`src/tpz_fifo.sv`:
```
// Small first-in first-out queue of packed words.
`default_nettype none
module tpz_fifo #(
	parameter int WIDTH = 8,
	parameter int DEPTH = 2
) (
	input  wire logic             clk,
	input  wire logic             arst_n,
	input  wire logic             push,
	output logic                  full,
	input  wire logic [WIDTH-1:0] din,
	input  wire logic             pop,
	output logic                  empty,
	output logic [WIDTH-1:0]      dout
);
	localparam int PTR_W = (DEPTH > 1) ? $clog2(DEPTH) : 1;

	logic [WIDTH-1:0] mem_q [DEPTH];
	logic [PTR_W-1:0] wr_q, rd_q;
	logic [PTR_W:0]   cnt_q;
	logic             do_push, do_pop;

	assign full    = cnt_q == (PTR_W+1)'(DEPTH);
	assign empty   = cnt_q == '0;
	assign do_push = push & ~full;
	assign do_pop  = pop & ~empty;
	assign dout    = mem_q[rd_q];

	always_ff @(posedge clk or negedge arst_n) begin
		if (!arst_n) begin
			wr_q  <= '0;
			rd_q  <= '0;
			cnt_q <= '0;
		end else begin
			if (do_push) begin
				wr_q <= (wr_q == PTR_W'(DEPTH-1)) ? '0 : wr_q + 1'b1;
			end
			if (do_pop) begin
				rd_q <= (rd_q == PTR_W'(DEPTH-1)) ? '0 : rd_q + 1'b1;
			end
			if (do_push && !do_pop) begin
				cnt_q <= cnt_q + 1'b1;
			end else if (do_pop && !do_push) begin
				cnt_q <= cnt_q - 1'b1;
			end
		end
	end

	always_ff @(posedge clk) begin
		if (do_push) begin
			mem_q[wr_q] <= din;
		end
	end

endmodule
`default_nettype wire

```
`config.mk`:
```
export PLATFORM = sky130hd
export DESIGN_NAME = tpz_fifo
export DESIGN_NICKNAME = d
export VERILOG_FILES = /design/src/tpz_fifo.sv
export SDC_FILE = /design/constraint.sdc
export NUM_CORES = 1
export LEC_CHECK = 0
export ABC_CLOCK_PERIOD_IN_PS = 4400
export BUFFER_PORTS_ARGS = -buffer_cell sky130_fd_sc_hd__buf_2
export CORE_MARGIN = 2
export CORE_UTILIZATION = 45
export CTS_BUF_LIST = sky130_fd_sc_hd__clkbuf_8
export DETAILED_ROUTE_END_ITERATION = 8
export PLACE_DENSITY = 0.7
export SLEW_MARGIN = 20
export SYNTH_ARGS = -nofsm -noshare
export SYNTH_HDL_FRONTEND = slang
export SYNTH_SLANG_ARGS = --single-unit
```
`constraint.sdc`:
```
create_clock -name clk -period 4.4 [get_ports clk]
set_input_delay 0.44 -clock clk [delete_from_list [all_inputs] [get_ports clk]]
set_output_delay 0.44 -clock clk [all_outputs]
set_load 0.02 [all_outputs]
```
==> flow_results.org <==
** Clocking
- Counting every sink on the clock net gives 20.
- The clock passes through at most 2 buffers.
- TritonCTS built the clock tree.
- The number of setup buffers added after CTS is 0.
- The clock reaches the later pin of the worst-skew pair after 0.25 ns.
- H-Tree Depth :: 1
- Clock root buffer :: clkbuf_8
- Once the clock tree was built, the resizer swapped 0 gates to a different size.
- Inserted Clock Buffers :: 3
- Clk slew on worst S/H paths :: approximately 0.07 ns

** Floorplan
- In this run the core area contains 15 standard-cell rows.
- The region available for standard cell placement spans around 1700 um^2.
- For this configuration, the core starts out at a cell density of 0.468.
- The floorplan step defined a die boundary enclosing roughly 2100 um^2.
- Die span in y :: 45.7 um
- Width of the chip :: 45.7 um
- During I/O placement, the number of pins put on the boundary was 22.

** Yosys
- Each instance of the synthesized netlist takes up on average 17.8 um^2.
- In this run, synthesis produced a sequential element count of 20.
- By count the netlist is led by 16 x edfxtp_1, 6 x mux2_1, 4 x dfrtp_1.
- Synthesis handed over a netlist of 44 instances.
- Sequential-to-total area share from yosys stat :: 0.742
- Share of synthesized flip-flops with an asynchronous set or reset :: 0.200
- Share of the synthesized area in the top cell type :: 0.614
- Cell Area, Synth :: 782 um^2
- For this run, the leading register cell type out of synthesis is edfxtp_1.
- The synthesized design contains 16 enable-type register cells.
- In the post-synthesis netlist, the cell with the most instances is edfxtp_1.
- During synthesis, Yosys emitted a total of 0 warnings.
- Counting distinct cell types in the post-synthesis netlist gives 15.
- The largest total area in the synthesized netlist belongs to edfxtp_1.
- Total nets after synthesis :: 57
- Largest cells by area after synthesis :: edfxtp_1 61%, dfrtp_1 13%, mux2_1 8.6%, mux2_2 2.9%, xnor2_1 2.2%

** Pwr
- Sequential share of power :: 0.473
- The share of total power dissipated in combinational logic is 0.349.
- Share of power burned in the clock network :: 0.178
- Of the total power, the share spent switching nets is 0.342.
- Internal power comes to roughly 0.43 mW.
- Power spread over the standard cell area amounts to 675 nW/um^2.
- Design Power :: 0.647 mW
- Sw power :: 0.221 mW
- Leakage :: 0.405 nW
- Max rail drop VDD :: between 0.0003 and 0.0004 V

** Routing
- The detail route stage leaves a number of antenna-violating nets equal to 0.
- Final routed DRC violation total :: 0
- Detailed routing inserted a total of 426 vias.
- Before antenna repair, the detailed router went through 2 iterations.
- The first routing iteration left 4 violations.
- Dividing the detail-routed wire length by the instance count gives 13.0 um.
- DRT Wirelength :: 1120 um
- Via count normalized by instance count :: 4.95

** Setup path
- Of all nets on the critical path, the largest fanout is 9.
- R2R depth :: 3
- Arrival time of the worst setup path :: 1.35 ns
- Data on the critical path is required at its endpoint by 3.96 ns.
- Termination of the worst setup path :: dout[7]
- Critical path capture point type :: output port
- Critical register-to-register path startpoint :: cnt_q[0]
- The worst setup path is of the flip-flop to output port kind.
- Register-to-register setup slack :: 2.77 ns
- The critical path starts at rd_q.
- Reg2reg end :: mem_q[0][4]
- Setup crit start kind :: flip-flop

** Global route
- Antenna violations before repair :: 0
- The via count of the first global-routing pass was 363.
- The first global-routing pass estimated around 1700 um of wire.
- All-layer global routing usage :: 0.122
- Maximum number of pins on one net before global-route repair :: 12
- Global routing finished with a remaining overflow of 0.

** Finish
- The final layout contains 83 nets.
- Summing all multi-input logic gate instances after layout gives 189 um^2.
- Ratio of cells with drive above 1 in the final layout :: 0.406
- Area taken by flip-flops and latches :: 581 um^2
- Compared with the post-synthesis result, the final layout area differs by 22.6%.
- For this run, the share of the core covered by cells in the final layout is 0.574.
- The repair_antennas step left the layout with diodes totalling 0.
- Fill cell total of the finished layout :: ~140

** Timing
- Post-route fraction of the period consumed by the critical path :: 0.408
- Across all setup checks in the final design, the least slack found is 2.61 ns.
- Worst max-slew margin expressed relative to the limit :: 0.533
- The final hold violation count came to 0.
- Post-layout minimum cycle time :: 1.79 ns
- Setup repair after global routing missed its margin :: no
- Slew at the pin closest to its max-slew limit :: 0.698 ns
- Timing would allow up to 557 MHz.
- Post-route setup TNS :: 0 ns
- The number of pins exceeding their max-slew limit in the final report came to 0.
- Setup Skew :: 0.00147 ns
- Worst slack on hold paths :: ~0.38 ns
- Total of endpoints with negative setup slack in the final report :: 0

** Placed design
- Hpwl dp :: 776 um
- Buffers placed on the I/O ports in this run total 21.
- The congestion estimate from routability-driven global placement came to 0.603.
- Worst-case setup slack after placement :: 2.79 ns

** Min path
- Worst hold-check path type :: input port to flip-flop

** Job
- MaxCap Viol Count :: 0

** Status
- Result of the run :: finished clean
layer usage:
metal | wire length, um | vias up | global-route usage | part of all wire
met5 | 0 | - | 0 | 0
met4 | 28 | 0 | 0.0706 | 0.025
met3 | 70 | 4 | 0.0476 | 0.063
met2 | 534 | 17 | 0.183 | 0.48
met1 | 485 | 193 | 0.150 | 0.43
li1 | - | 212 | - | -
power groups by stage:
stage                     Combinational [mW]  Sequential, mW  Clock (mW)
after global routing                   0.243           0.314       0.126
final                                  0.226           0.306       0.115
after CTS                              0.230           0.308       0.119
after global placement                 0.222           0.308           0
after detailed placement               0.226           0.310           0
after floorplan                        0.182           0.288           0
worst min path at each step:
stage | start | endpoint | slack, ns | depth (start not counted)
final | din[7] | mem_q[1][7] | 0.38 | 1
after global routing | din[6] | mem_q[1][6] | 0.36 | 1
after CTS | din[6] | mem_q[1][6] | 0.37 | 1
after detailed placement | arst_n | cnt_q[1] | 0.26 | 1
after global placement | arst_n | cnt_q[1] | 0.25 | 1
after floorplan | arst_n | cnt_q[0] | 0.14 | 0
stage by stage:
stage          instances  instance area, um^2
2_1_floorplan         44                  782
3_5_place_dp          81                  903
5_1_grt               86                  958
3_3_place_gp          81                  903
6_report              86                  958
4_1_cts               86                  958
final cells by class:
cell class / instances / share of cell area
clock buffers: 3 / 0.0431
clock inverters: 1 / 0.00392
multi-input cells: 21 / 0.197
flip-flops and latches: 20 / 0.606
well taps: 17 / 0.0222
inverters: 2 / 0.00783
repair buffers: 22 / 0.120
sequential cells by signal, summed over array words and instances, names as in the netlist:
register and cells:
mem_q 16, cnt_q 2, wr_q 1, rd_q 1
placed cells by master, fill, tap and decap left out:
| cell type | n |
|---|---|
| and3_1 | 1 |
| buf_2 | 21 |
| clkbuf_8 | 3 |
| dfrtp_1 | 4 |
| dlygate4sd3_1 | 1 |
| edfxtp_1 | 16 |
| ha_1 | 1 |
| inv_1 | 3 |
| mux2_1 | 6 |
| mux2_2 | 2 |
| nand2_2 | 1 |
| nand2b_1 | 1 |
| nor2_1 | 3 |
| o21ai_1 | 1 |
| xnor2_1 | 2 |
| xnor2_2 | 1 |
| xor2_1 | 2 |
critical path: stages (launching register included):
cell and delay, ns:
dfrtp_1 0.58, mux2_2 0.37, buf_2 0.16
cell families (layout without fill, tap and decap cells):
kind of cell	after synthesis	after routing	share of synthesized area
buffers and inverters	3	28	0.0160
DFF	20	20	0.742
AOI/OAI and AO/OA	1	1	0.00639
and+or+nand+nor	6	6	0.0384
adders and majority gates	1	1	0.0160
muxes	8	8	0.115
xor gates and xnor gates	5	5	0.0656
repair_timing:
| action | in CTS | in global routing |
|---|---|---|
| setup endpoints to repair | 0 | 0 |
| hold buffers | 1 | 0 |
| endpoints found under the hold margin | 4 | 0 |
Power figures use the tool's default switching activity.
