--- src/tpz_pkg.sv ---
// Shared types, constants and table functions of the torus point z-buffer shader.
`default_nettype none
package tpz_pkg;

	localparam int SCREEN_WIDTH_DEF  = 100;
	localparam int SCREEN_HEIGHT_DEF = 28;
	localparam int THETA_STEPS_DEF   = 100;
	localparam int PHI_STEPS_DEF     = 360;

	localparam int TURN    = 1800;
	localparam int QUARTER = 450;

	localparam int ANG_W = 11;
	localparam int A_W   = 17;
	localparam int T_W   = 16;
	localparam int P_W   = 33;
	localparam int S_W   = 34;
	localparam int NUM_W = 25;
	localparam int DEN_W = 20;

	localparam logic signed [A_W-1:0] R1_Q12  = 17'sd5120;
	localparam logic signed [A_W-1:0] R2_Q12  = 17'sd9421;
	localparam logic signed [17:0]    K2_Q12  = 18'sd24576;
	localparam logic signed [T_W-1:0] LIGHT_Y = -16'sd10960;
	localparam logic signed [T_W-1:0] LIGHT_Z = 16'sd12178;
	localparam logic [3:0]            BLANK_IDX = 4'd13;
	localparam logic [3:0]            RAMP_TOP  = 4'd12;
	localparam logic signed [15:0]    FAR_DEPTH = 16'sd32767;

	localparam logic CFG_ANGLE_A = 1'b0;
	localparam logic CFG_ANGLE_B = 1'b1;

	typedef enum logic [1:0] {
		CMD_CLEAR = 2'd0,
		CMD_PLOT  = 2'd1,
		CMD_READ  = 2'd2
	} cmd_t;

	typedef enum logic [2:0] {
		OP_CLEAR,
		OP_PLOT,
		OP_READ,
		OP_READ_OFF,
		OP_NOP
	} job_op_t;

	typedef enum logic [3:0] {
		MOP_TX, MOP_TY, MOP_X1, MOP_Z1, MOP_Y2, MOP_Z2, MOP_P0, MOP_P1,
		MOP_NX1, MOP_NZ1, MOP_NY2, MOP_NZ2, MOP_NY, MOP_DOT
	} mac_op_t;

	typedef enum logic [3:0] {
		B_CLEAR, B_IDLE, B_TRIG, B_MAC, B_DEN, B_DIVX, B_WAITX, B_DIVY, B_WAITY,
		B_MAP, B_ADDR, B_RD, B_TEST, B_SHADE, B_RESULT
	} back_state_t;

	typedef struct packed {
		logic [1:0] cmd;
		logic [6:0] theta_index;
		logic [8:0] phi_index;
		logic [6:0] read_col;
		logic [4:0] read_row;
	} item_t;

	typedef struct packed {
		logic [6:0] glyph;
		logic       depth_won;
		logic       off_screen;
	} result_t;

	typedef struct packed {
		job_op_t    op;
		logic [6:0] theta_index;
		logic [8:0] phi_index;
		logic [6:0] read_col;
		logic [4:0] read_row;
	} job_t;

	// quarter-wave sine, Q14, for elaboration-time tables only
	function automatic logic [14:0] sin_quarter(input int v);
		longint unsigned x, x2, t3, t5, t7, t9;
		longint s;
		x  = longint'(v) * 64'd3748066;
		x2 = (x * x) >> 30;
		t3 = (x * x2) >> 30;
		t5 = (t3 * x2) >> 30;
		t7 = (t5 * x2) >> 30;
		t9 = (t7 * x2) >> 30;
		s  = longint'(x) - longint'(t3 / 6) + longint'(t5 / 120)
		   - longint'(t7 / 5040) + longint'(t9 / 362880);
		if (s < 0) s = 0;
		return 15'((s + 32768) >>> 16);
	endfunction

	function automatic logic [6:0] ramp_char(input logic [3:0] g);
		logic [6:0] c;
		case (g)
			4'd0:    c = 7'h2E;
			4'd1:    c = 7'h2C;
			4'd2:    c = 7'h2D;
			4'd3:    c = 7'h7E;
			4'd4:    c = 7'h3A;
			4'd5:    c = 7'h3B;
			4'd6:    c = 7'h3D;
			4'd7:    c = 7'h21;
			4'd8:    c = 7'h2A;
			4'd9:    c = 7'h23;
			4'd10:   c = 7'h24;
			4'd11:   c = 7'h40;
			4'd12:   c = 7'h38;
			default: c = 7'h20;
		endcase
		return c;
	endfunction

endpackage
`default_nettype wire

--- src/tpz_fifo.sv ---
// Small first-in first-out queue of packed words.
`default_nettype none
module tpz_fifo #(
	parameter int WIDTH = 8,
	parameter int DEPTH = 2
) (
	input  wire logic             clk,
	input  wire logic             arst_n,
	input  wire logic             push,
	output logic                  full,
	input  wire logic [WIDTH-1:0] din,
	input  wire logic             pop,
	output logic                  empty,
	output logic [WIDTH-1:0]      dout
);
	localparam int PTR_W = (DEPTH > 1) ? $clog2(DEPTH) : 1;

	logic [WIDTH-1:0] mem_q [DEPTH];
	logic [PTR_W-1:0] wr_q, rd_q;
	logic [PTR_W:0]   cnt_q;
	logic             do_push, do_pop;

	assign full    = cnt_q == (PTR_W+1)'(DEPTH);
	assign empty   = cnt_q == '0;
	assign do_push = push & ~full;
	assign do_pop  = pop & ~empty;
	assign dout    = mem_q[rd_q];

	always_ff @(posedge clk or negedge arst_n) begin
		if (!arst_n) begin
			wr_q  <= '0;
			rd_q  <= '0;
			cnt_q <= '0;
		end else begin
			if (do_push) begin
				wr_q <= (wr_q == PTR_W'(DEPTH-1)) ? '0 : wr_q + 1'b1;
			end
			if (do_pop) begin
				rd_q <= (rd_q == PTR_W'(DEPTH-1)) ? '0 : rd_q + 1'b1;
			end
			if (do_push && !do_pop) begin
				cnt_q <= cnt_q + 1'b1;
			end else if (do_pop && !do_push) begin
				cnt_q <= cnt_q - 1'b1;
			end
		end
	end

	always_ff @(posedge clk) begin
		if (do_push) begin
			mem_q[wr_q] <= din;
		end
	end

endmodule
`default_nettype wire

--- src/tpz_front.sv ---
// Front end: decodes and classifies items into a short job queue.
`default_nettype none
module tpz_front import tpz_pkg::*; #(
	parameter int SCREEN_WIDTH  = SCREEN_WIDTH_DEF,
	parameter int SCREEN_HEIGHT = SCREEN_HEIGHT_DEF
) (
	input  wire logic  clk,
	input  wire logic  arst_n,
	input  wire logic  push,
	output logic       full,
	input  wire item_t item,
	input  wire logic  job_pop,
	output logic       job_valid,
	output job_t       job
);
	job_t                cls;
	logic                jq_empty;
	logic [$bits(job_t)-1:0] jq_dout;

	always_comb begin
		cls.theta_index = item.theta_index;
		cls.phi_index   = item.phi_index;
		cls.read_col    = item.read_col;
		cls.read_row    = item.read_row;
		case (item.cmd)
			CMD_CLEAR: cls.op = OP_CLEAR;
			CMD_PLOT:  cls.op = OP_PLOT;
			CMD_READ: begin
				if (9'(item.read_col) < 9'(SCREEN_WIDTH) && 8'(item.read_row) < 8'(SCREEN_HEIGHT))
					cls.op = OP_READ;
				else
					cls.op = OP_READ_OFF;
			end
			default:   cls.op = OP_NOP;
		endcase
	end

	tpz_fifo #(.WIDTH($bits(job_t)), .DEPTH(2)) u_job_q (
		.clk   (clk),
		.arst_n(arst_n),
		.push  (push),
		.full  (full),
		.din   (cls),
		.pop   (job_pop),
		.empty (jq_empty),
		.dout  (jq_dout)
	);

	assign job_valid = ~jq_empty;
	assign job       = job_t'(jq_dout);

endmodule
`default_nettype wire

--- config.mk ---
export PLATFORM = sky130hd
export DESIGN_NAME = tpz_front
export DESIGN_NICKNAME = d
export VERILOG_FILES = /design/src/tpz_pkg.sv /design/src/tpz_fifo.sv /design/src/tpz_front.sv
export SDC_FILE = /design/constraint.sdc
export NUM_CORES = 1
export LEC_CHECK = 0
export ABC_AREA = 1
export BUFFER_PORTS_ARGS = -buffer_cell sky130_fd_sc_hd__buf_4
export CORE_ASPECT_RATIO = 1.5
export CORE_MARGIN = 2
export CORE_UTILIZATION = 52
export CTS_CLUSTER_DIAMETER = 80
export DETAILED_ROUTE_END_ITERATION = 8
export GPL_TIMING_DRIVEN = 0
export PLACE_DENSITY = 0.79
export SYNTH_ARGS = -nofsm -noshare
export SYNTH_HDL_FRONTEND = slang
export SYNTH_HIERARCHICAL = 1
export SYNTH_SLANG_ARGS = --single-unit
--- constraint.sdc ---
create_clock -name clk -period 3.3 [get_ports clk]
set_input_delay 0.165 -clock clk [delete_from_list [all_inputs] [get_ports clk]]
set_output_delay 0.165 -clock clk [all_outputs]
set_load 0.01 [all_outputs]
==> results of run 1 <==
[power groups by stage]
stage | clock network, µW | logic (µW) | registers (µW)
2_1_floorplan | 0 | 579 | 1210
3_3_place_gp | 0 | 1040 | 1220
3_5_place_dp | 0 | 1060 | 1230
4_1_cts | 795 | 1080 | 1210
5_1_grt | 834 | 1190 | 1230
6_report | 779 | 1080 | 1210
[registers in the layout (all words and copies together), names as in the netlist]
name and cells:
u_job_q/rd_q 1, u_job_q/wr_q 1, u_job_q/mem_q 62, u_job_q/cnt_q 2
[kinds of logic (layout without fill, tap and decap cells)]
family / after synthesis / count (layout) / share of synthesized area [%]
adder cells (fa/ha/maj): 1 / 1 / 0.489
XOR/XNOR: 1 / 1 / 0.343
AND/OR/NAND/NOR: 120 / 120 / 18.5
buffers and inverters: 20 / 121 / 3.57
flip-flops: 66 / 66 / 76.8
AO/OA/AOI/OAI: 2 / 2 / 0.392
[cells in the mapped netlist]
master | number | area share (%)
buf_2 | 4 | 0.78
buf_4 | 3 | 0.88
dfrtp_1 | 4 | 3.9
edfxtp_1 | 62 | 73
ha_1 | 1 | 0.49
inv_1 | 11 | 1.6
inv_2 | 2 | 0.29
nand2_1 | 110 | 16
nand3_1 | 2 | 0.39
nand3b_1 | 1 | 0.29
nand4_1 | 1 | 0.24
nor2_1 | 3 | 0.44
nor2_2 | 2 | 0.49
nor2_4 | 1 | 0.44
o21ai_1 | 2 | 0.39
xnor2_1 | 1 | 0.34
[worst reg2reg max path, stage by stage, from the launching register on]
cell	delay, ns
dfrtp_1	0.48
nor2_2	0.10
nor2_4	0.10
nand2_1	0.07
inv_1	0.90
[final timing paths]
| check | from | endpoint | slack (ns) | depth (start not counted) |
|---|---|---|---|---|
| min in group asynchronous | arst_n | u_job_q/rd_q | 0.16 | 2 |
| max in group asynchronous | arst_n | u_job_q/cnt_q[0] | 3.04 | 2 |
| worst max-delay path | u_job_q/cnt_q[0] | u_job_q/mem_q[0][0] | 1.25 | 4 |
| worst max register to register | u_job_q/cnt_q[0] | u_job_q/mem_q[0][0] | 1.25 | 4 |
| worst min-delay path | item[6] | u_job_q/mem_q[1][6] | 0.02 | 1 |
| worst min register to register | u_job_q/wr_q | u_job_q/wr_q | 0.49 | 2 |
[final cells by class]
class,instances,share of cell area [%]
tap,66,2.32
timing repair buffer,85,19.2
buffer,7,1.19
inverter,13,1.37
clock inverter,6,2.95
sequential,66,55.0
multi-input combinational,124,14.3
clock buffer,10,3.58
[per-stage QoR]
step / worst slack [ns] / cells
after floorplan: 1.02 / 210
after global placement: 0.314 / 342
after detailed placement: 1.24 / 342
after CTS: 1.23 / 360
after global routing: 1.08 / 377
final: 1.25 / 377
[layer usage]
layer	vias to the layer above	global-route usage (%)	part of all wire, %
met4	0	8.51	1.5
met5	-	0	0
met2	44	33.2	56
met3	6	7.05	4.0
met1	813	19.7	38
li1	878	-	-
==> key figures, run 1 <==
Detailed routing
  • Wire per inst: 12.9 µm
  • DR DRC count: 0
  • DR pass1 iterations: 4
  • DR vias/cell: 4.62
  • DRT iter0 DRCs: 57
  • Drt total wl: 4870 µm
  • Total number of vias: 1741
  • Post-route ant nets: 0

Clock network
  • Hold_buf cts: 2
  • CTS sink cnt: 66
  • Clock transition at path regs: 0.06 ns
  • Latest clock arrival within the worst-skew pair: 0.33 ns
  • Htree depth: 3
  • Post-CTS Resized: 0
  • Clock buffer depth: 2
  • # Post-CTS Setup Buffers: 0
  • CTS Root Cell: clkbuf_8
  • Cts bufs inserted: 9
  • CTS tree: done

Timing
  • Period minus WS final: 2.05 ns
  • Max-slew violations: 0
  • Setup TNS: 0 ns
  • Period utilisation layout: 62.2%
  • Clock skew: 0.00530 ns
  • Final setup violation count: 0
  • RSZ-0062 raised after global routing: false
  • Final Hold Vio Count: 0
  • Max Freq: 488 MHz
  • Slew HR: 15.8%
  • Worst hold margin: 0.0228 ns
  • Worst-margin pin slew: 1.26 ns

Layout
  • Final-stage net count: 341
  • Syn-to-layout area delta: 39.5%
  • Design area: 3560 µm²
  • Most frequent cells in the layout: nand2_1 (110), buf_4 (69), edfxtp_1 (62), dlygate4sd3_1 (19), inv_1 (11)
  • N_diodes: 0
  • Multi-input logic area: 510 µm²
  • Register area: 1960 µm²
  • Final core occ: 74.7%
  • Layout cell share with drive strength beyond 1: 30.2%
  • Fillers: 314
  • Most common cell after layout, fill and taps aside: nand2_1

Power
  • Clock share of power: 25.4%
  • Switch share: 31.3%
  • Total power: 3070 µW
  • Leakage power figure: 0.00160 µW
  • Max IR drop VDD: 0.724 mV
  • Cell Int Power: 2110 µW
  • Logic gate share of total power: 35.1%
  • Sequential power share: 39.5%
  • P_sw: 961 µW
  • Pwr per Cell Area: 861 nW/µm²

Placement
  • RD Place Congestion: 0.668
  • DP Area: 3140 µm²
  • I/O Buffers: 66
  • DP HPWL: 2980 µm

Critical path
  • Critical path type: reg -> reg
  • Crit path largest cell delay: 0.90 ns
  • WP buf/inv: 1
  • Critical Path RT: 3.24 ns
  • CP delay by family, top: buffers and inverters
  • Critical path fanouts, max: 31
  • Kind of start point of the critical path: flip-flop
  • CP max stage cell: inv_1
  • Cell chain of the critical path: nor2_2, nor2_4, nand2_1, inv_1
  • Worst Setup End Kind: flip-flop
  • Critical Path AT: 1.99 ns

Floorplanning
  • Chip height: 89.9 µm
  • Die Area: 5500 µm²
  • Die width: 61.2 µm
  • Ports: 67
  • Initial Util: 53.6%
  • Core area: 4770 µm²
  • Row Count: 31

Logic synthesis
  • Synth warnings: 6
  • Post-synthesis sequential area ratio: 76.7%
  • Mapped Nets: 245
  • Gate Count Post-Synth: 210
  • Flip-flop and latch count after synthesis: 66
  • Post-Synthesis Cell Area: 2560 µm²
  • Synth unique cells: 16
  • Syn Area/Cell: 12.2 µm²

Global route
  • Vias in the first global route: 1665
  • Overflow after GRT: 0
  • Initial antenna violation count: 0
  • Largest net degree at the start of global routing: 32
  • Global-route wire length before repair: 7340 µm
  • GRT Util Overall: 19.3%

Outcome
  • Status: finished clean

Flow run
  • Max-capacitance violation count: 0

Worst hold path
  • Worst hold path type: in -> reg
Power figures use the tool's default switching activity.
==> run 2: changes to the inputs <==
- ABC_AREA: 1 -> 0
- CORE_UTILIZATION: 52 -> 47
- PLACE_DENSITY: 0.79 -> 0.75
- clock period: 3.3 -> 1.82 ns (I/O delays scaled with it)
==> run 2 against run 1 <==
Combinational power is 97% higher. Hold slack improved by 0.062 ns. Sequential share of layout area shrank 2.3 points. First-iteration DRC count is 53% lower. Power rose by 80%. Utilization decreased by 6.5 points. Routed wire length fell by 2.1%. Clock-buffer cell count grew 1. Cell area is 4.3% higher. Critical path type unchanged. Critical endpoint is now u_job_q/mem_q[1][0].
==> key figures, run 2 <==
Critical path
  • Critical Path AT: 1.70 ns
  • Critical path fanouts, max: 31
  • Critical path type: reg -> reg
  • Critical Path RT: 1.79 ns
  • Kind of start point of the critical path: flip-flop
  • Worst Setup End Kind: flip-flop

Logic synthesis
  • Flip-flop and latch count after synthesis: 66
  • Asr flop ratio synth: 6.06%
  • Main synth FF type: edfxtp_1
  • EDFF count, synth: 62
  • Top-count cell post-synth: edfxtp_1
  • Synth warnings: 6
  • Synth unique cells: 20
  • Post-Synthesis Cell Area: 2640 µm²
  • Syn Area/Cell: 21.4 µm²
  • Top post-synthesis cells by area: edfxtp_1 (71%), mux2_4 (17%), dfrtp_1 (3.8%)
  • Yosys top cell by area: edfxtp_1
  • Post-synthesis sequential area ratio: 74.5%
  • Mapped Nets: 158
  • Gate Count Post-Synth: 123
  • Top post-synthesis cells by count: edfxtp_1 (62), mux2_4 (29), dfrtp_1 (4), nor2_1 (4)
  • Post-synth top area share: 70.7%

Layout
  • Max reg flops: 62
  • Final-stage net count: 265
  • Layout cell share with drive strength beyond 1: 51.5%
  • Final core occ: 68.2%
  • Syn-to-layout area delta: 41.1%
  • N_diodes: 0
  • Most frequent cells in the layout: buf_4 (66), edfxtp_1 (62), dlygate4sd3_1 (29), mux2_4 (29), clkbuf_8 (9)
  • Biggest register: u_job_q/mem_q
  • Top flop regs: u_job_q/mem_q x62, u_job_q/cnt_q x2
  • Most common cell after layout, fill and taps aside: buf_4
  • Non-Filler Instances: 305

Timing
  • Period minus WS final: 1.73 ns
  • Slew HR: 49.8%
  • Worst-margin pin slew: 0.753 ns
  • Clock skew: 0.00491 ns
  • Max-slew violations: 0
  • Period utilisation layout: 95.1%
  • Setup TNS: 0 ns
  • Final Hold Vio Count: 0
  • RSZ-0062 raised after global routing: false
  • Final setup violation count: 0
  • Max Freq: 578 MHz

Clock network
  • Clock transition at path regs: 0.06 ns
  • Cts bufs inserted: 9
  • Htree depth: 3
  • CTS tree: done
  • Clock buffer depth: 2
  • CTS Root Cell: clkbuf_8
  • Latest clock arrival within the worst-skew pair: 0.34 ns
  • CTS sink cnt: 66

Power
  • Total power: 5510 µW
  • Max IR drop VDD: 0.846 mV
  • Pwr per Cell Area: 1480 nW/µm²
  • Leakage power figure: 0.00151 µW

Flow run
  • Max-capacitance violation count: 0

Global route
  • Largest net degree at the start of global routing: 32
  • Initial antenna violation count: 0
  • GRT Util Overall: 16.9%
  • Overflow after GRT: 0
  • Vias in the first global route: 1595
  • Global-route wire length before repair: 7320 µm

Placement
  • DP HPWL: 2890 µm
  • RD Place Congestion: 0.702
  • Placed Cells: 259
  • I/O Buffers: 66

Floorplanning
  • Die Area: 6230 µm²
  • Row Count: 33
  • Chip height: 95.7 µm
  • Die width: 65.1 µm
  • Core area: 5450 µm²
  • Initial Util: 48.3%
  • Ports: 67

Detailed routing
  • DR DRC count: 0
  • Post-route ant nets: 0
  • DRT iter0 DRCs: 27
  • Wire per inst: 15.6 µm
  • Total number of vias: 1458
  • Drt total wl: 4770 µm
  • DR vias/cell: 4.78
  • DR pass1 iterations: 4

Outcome
  • Status: finished clean

Worst hold path
  • Worst hold path type: in -> async
[run 2: cell type report]
| class | count | area (µm²) |
|---|---|---|
| clock buffers | 11 | 131 |
| plain buffers | 4 | 71.3 |
| flip-flops and latches | 66 | 1960 |
| inverters | 3 | 11.3 |
| multi-input cells | 51 | 613 |
| repair buffers | 95 | 786 |
| clock inverters | 5 | 55.1 |
| well taps | 70 | 87.6 |
| fillers | 402 | 1730 |
[run 2: routing by layer]
metal / routed length, µm / up-vias / part of all wire (%) / global-route usage [%]
met3: 250 / 9 / 5.2 / 5.85
met5: 0 / - / 0 / 0
met2: 2770 / 53 / 58 / 30.9
li1: - / 686 / - / -
met4: 95 / 0 / 2.0 / 8.85
met1: 1650 / 710 / 35 / 16.7
[run 2: logic make-up (layout without fill, tap and decap cells)]
logic type | after synthesis | after routing | synth area share (%)
AO/OA/AOI/OAI | 3 | 3 | 0.855
flip-flops | 66 | 66 | 74.5
buffers and inverters | 7 | 118 | 3.13
multiplexers | 31 | 31 | 17.4
adder cells (fa/ha/maj) | 1 | 1 | 0.475
XOR/XNOR | 5 | 5 | 1.66
AND/OR/NAND/NOR | 10 | 11 | 2.04
[run 2: power breakdown]
part           switching [µW]  total, µW  internal [µW]
clock                     514       1140            628
combinational             914       2130           1220
sequential                145       2240           2090
[run 2: critical path: stages, from the launching register on]
cell	delay, ns
dfrtp_1	0.45
nand2b_1	0.20
and3_2	0.71
[run 2: final timing paths]
kind                             startpoint  slack [ns]                   to  depth (start not counted)
min                                  arst_n        0.09     u_job_q/cnt_q[0]                          2
max                        u_job_q/cnt_q[0]        0.09  u_job_q/mem_q[1][0]                          2
max in group asynchronous            arst_n        1.64         u_job_q/wr_q                          2
min in group clk                    job_pop        0.09         u_job_q/rd_q                          3
min reg2reg                u_job_q/cnt_q[1]        0.54     u_job_q/cnt_q[1]                          1
max reg2reg                u_job_q/cnt_q[0]        0.09  u_job_q/mem_q[1][0]                          2
[run 2: repair_timing]
item	in CTS	in global routing
setup endpoints to repair	62	1
hold buffers	29	0
cloned	1	0
resized for setup	2	1
buffers inserted	0	0
pin swaps	0	0
hold endpoints to repair	60	0
[run 2: stage by stage]
stage	setup slack, ns	hold slack (ns)	cell area (µm²)
final	0.0896	0.0851	3720
after global placement	-0.262	-0.113	3230
after detailed placement	-0.372	-0.110	3230
after CTS	0.107	0.0745	3710
after floorplan	0.0598	-0.205	2640
after global routing	0.0162	0.0703	3720
==> run 3: changes to the inputs <==
- ABC_CLOCK_PERIOD_IN_PS: not set -> 1820
- CORE_UTILIZATION: 47 -> 45
- PLACE_DENSITY: 0.75 -> 0.72
- SLEW_MARGIN: not set -> 15
==> run 3 against run 2 <==
Clock power increased by 12%. Clock-buffer cell count decreased by 1. Routed wire length increased by 0.55%. Global-route usage decreased by 0.55 points. Critical path depth unchanged. Worst setup slack improved by 0.016 ns. Fmax increased by 0.96%. Sequential power about the same. Non-clock buffer count unchanged. Largest cell class unchanged.
==> key figures, run 3 (synthesis results as in run 2) <==
Timing
  • Max-slew violations: 0
  • Final Hold Vio Count: 0
  • Slew HR: 50.1%
  • Worst hold margin: 0.0954 ns
  • Clock skew: 0.00637 ns
  • Max Freq: 583 MHz
  • Period minus WS final: 1.71 ns
  • Post-route setup slack: 0.106 ns
  • Period utilisation layout: 94.2%
  • Worst-margin pin slew: 0.748 ns
  • Final setup violation count: 0
  • RSZ-0062 raised after global routing: false

Power
  • Max IR drop VDD: 1.09 mV
  • Leakage power figure: 0.00152 µW
  • Pwr per Cell Area: 1510 nW/µm²

Critical path
  • CP delay by family, top: simple AND/OR/NAND/NOR gates
  • Critical Path AT: 1.67 ns
  • Worst Setup End Kind: flip-flop
  • Cell chain of the critical path: nand2b_1, and3_2
  • Critical path type: reg -> reg
  • Kind of start point of the critical path: flip-flop
  • CP max stage cell: and3_2
  • WP buf/inv: 0
  • Critical path fanouts, max: 31
  • Crit path largest cell delay: 0.70 ns
  • Critical Path RT: 1.78 ns

Layout
  • N_diodes: 0
  • Final-stage net count: 265
  • Max reg flops: 62
  • Syn-to-layout area delta: 42.0%
  • Most frequent cells in the layout: buf_4 (66), edfxtp_1 (62), dlygate4sd3_1 (29), mux2_4 (29), clkbuf_8 (9)
  • Layout cell share with drive strength beyond 1: 51.5%
  • Most common cell after layout, fill and taps aside: buf_4
  • Final core occ: 65.2%
  • Fillers: 421
  • Biggest register: u_job_q/mem_q
  • Design area: 3740 µm²
  • Top flop regs: u_job_q/mem_q x62, u_job_q/cnt_q x2
  • Non-Filler Instances: 307

Detailed routing
  • Wire per inst: 15.6 µm
  • DR vias/cell: 4.75
  • Post-route ant nets: 0
  • Total number of vias: 1457
  • DR DRC count: 0
  • Drt total wl: 4790 µm
  • DRT iter0 DRCs: 41
  • DR pass1 iterations: 4

Global route
  • Met2 usage: 29.8%
  • Initial antenna violation count: 0
  • Overflow after GRT: 0
  • Global-route wire length before repair: 7530 µm
  • Top Usage Layer GRT: met2
  • GRT Util Overall: 16.4%
  • Vias in the first global route: 1581
  • Met1 GRT Util: 15.8%
  • Largest net degree at the start of global routing: 32
  • Routing usage on met3: 4.06%

Clock network
  • Clock transition at path regs: 0.07 ns
  • Htree depth: 3
  • CTS tree: done
  • Latest clock arrival within the worst-skew pair: 0.33 ns
  • CTS sink cnt: 66
  • # Post-CTS Setup Buffers: 0
  • CTS Root Cell: clkbuf_8
  • Clock buffer depth: 2
  • Cts bufs inserted: 9

Worst hold path
  • Worst hold path type: in -> async

Floorplanning
  • Core area: 5740 µm²
  • Die width: 66.5 µm
  • Die Area: 6500 µm²
  • Ports: 67
  • Row Count: 34
  • Chip height: 97.7 µm
  • Initial Util: 45.9%

Placement
  • RD Place Congestion: 0.675
  • Placed Cells: 261
  • I/O Buffers: 66
  • DP HPWL: 3040 µm
  • DP Area: 3230 µm²
  • DP Worst Slack: -0.0831 ns

Outcome
  • Status: finished clean

Flow run
  • Max-capacitance violation count: 0
-- run 3: changes by cell type in the layout (fill, tap and decap cells not counted), sizes merged --
cell / change
bufinv: +1
clkinv: +1
clkbuf: -1
clkinvlp: -1
-- run 3: stage by stage --
stage / setup TNS (ns) / total power (µW)
floorplan: 0 / 3570
global placement: -8.75 / 4270
detailed placement: -2.53 / 4350
CTS: 0 / 5720
global route: 0 / 5910
finish: 0 / 5650
-- run 3: metal layers --
metal | wire [µm] | part of all wire, %
met1 | 1650 | 34
met2 | 2840 | 59
met3 | 206 | 4.3
met4 | 94 | 2.0
met5 | 0 | 0
-- run 3: path summary, 6_finish.rpt --
check	slack (ns)	startpoint	depth (start not counted)	to
setup reg to reg	0.11	u_job_q/cnt_q[0]	2	u_job_q/mem_q[1][10]
setup / recovery	0.11	u_job_q/cnt_q[0]	2	u_job_q/mem_q[1][10]
max in group asynchronous	1.62	arst_n	2	u_job_q/wr_q
min in group clk	0.10	item[28]	2	u_job_q/mem_q[0][30]
hold reg to reg	0.53	u_job_q/cnt_q[1]	1	u_job_q/cnt_q[1]
hold / removal	0.1	arst_n	2	u_job_q/cnt_q[1]
-- run 3: layout make-up --
| cell class | count | area, µm² | area share, % |
|---|---|---|---|
| inverters | 3 | 11.3 | 0.301 |
| clock inverters | 6 | 81.3 | 2.17 |
| well taps | 72 | 90.1 | 2.41 |
| plain buffers | 4 | 71.3 | 1.91 |
| repair buffers | 95 | 786 | 21.0 |
| clock buffers | 10 | 128 | 3.41 |
| multi-input cells | 51 | 613 | 16.4 |
| flip-flops and latches | 66 | 1960 | 52.4 |
-- run 3: where the power goes --
part | internal, µW | switching (µW)
Sequential | 2090 | 141
Clock | 762 | 515
Combinational | 1220 | 922
-- run 3: timing repair --
action | 4_1_cts | 5_1_grt
gates cloned | 1 | 0
endpoints found under the hold margin | 60 | 0
gates resized for setup | 1 | 1
endpoints found under the setup margin | 31 | 1
hold buffers | 29 | 0
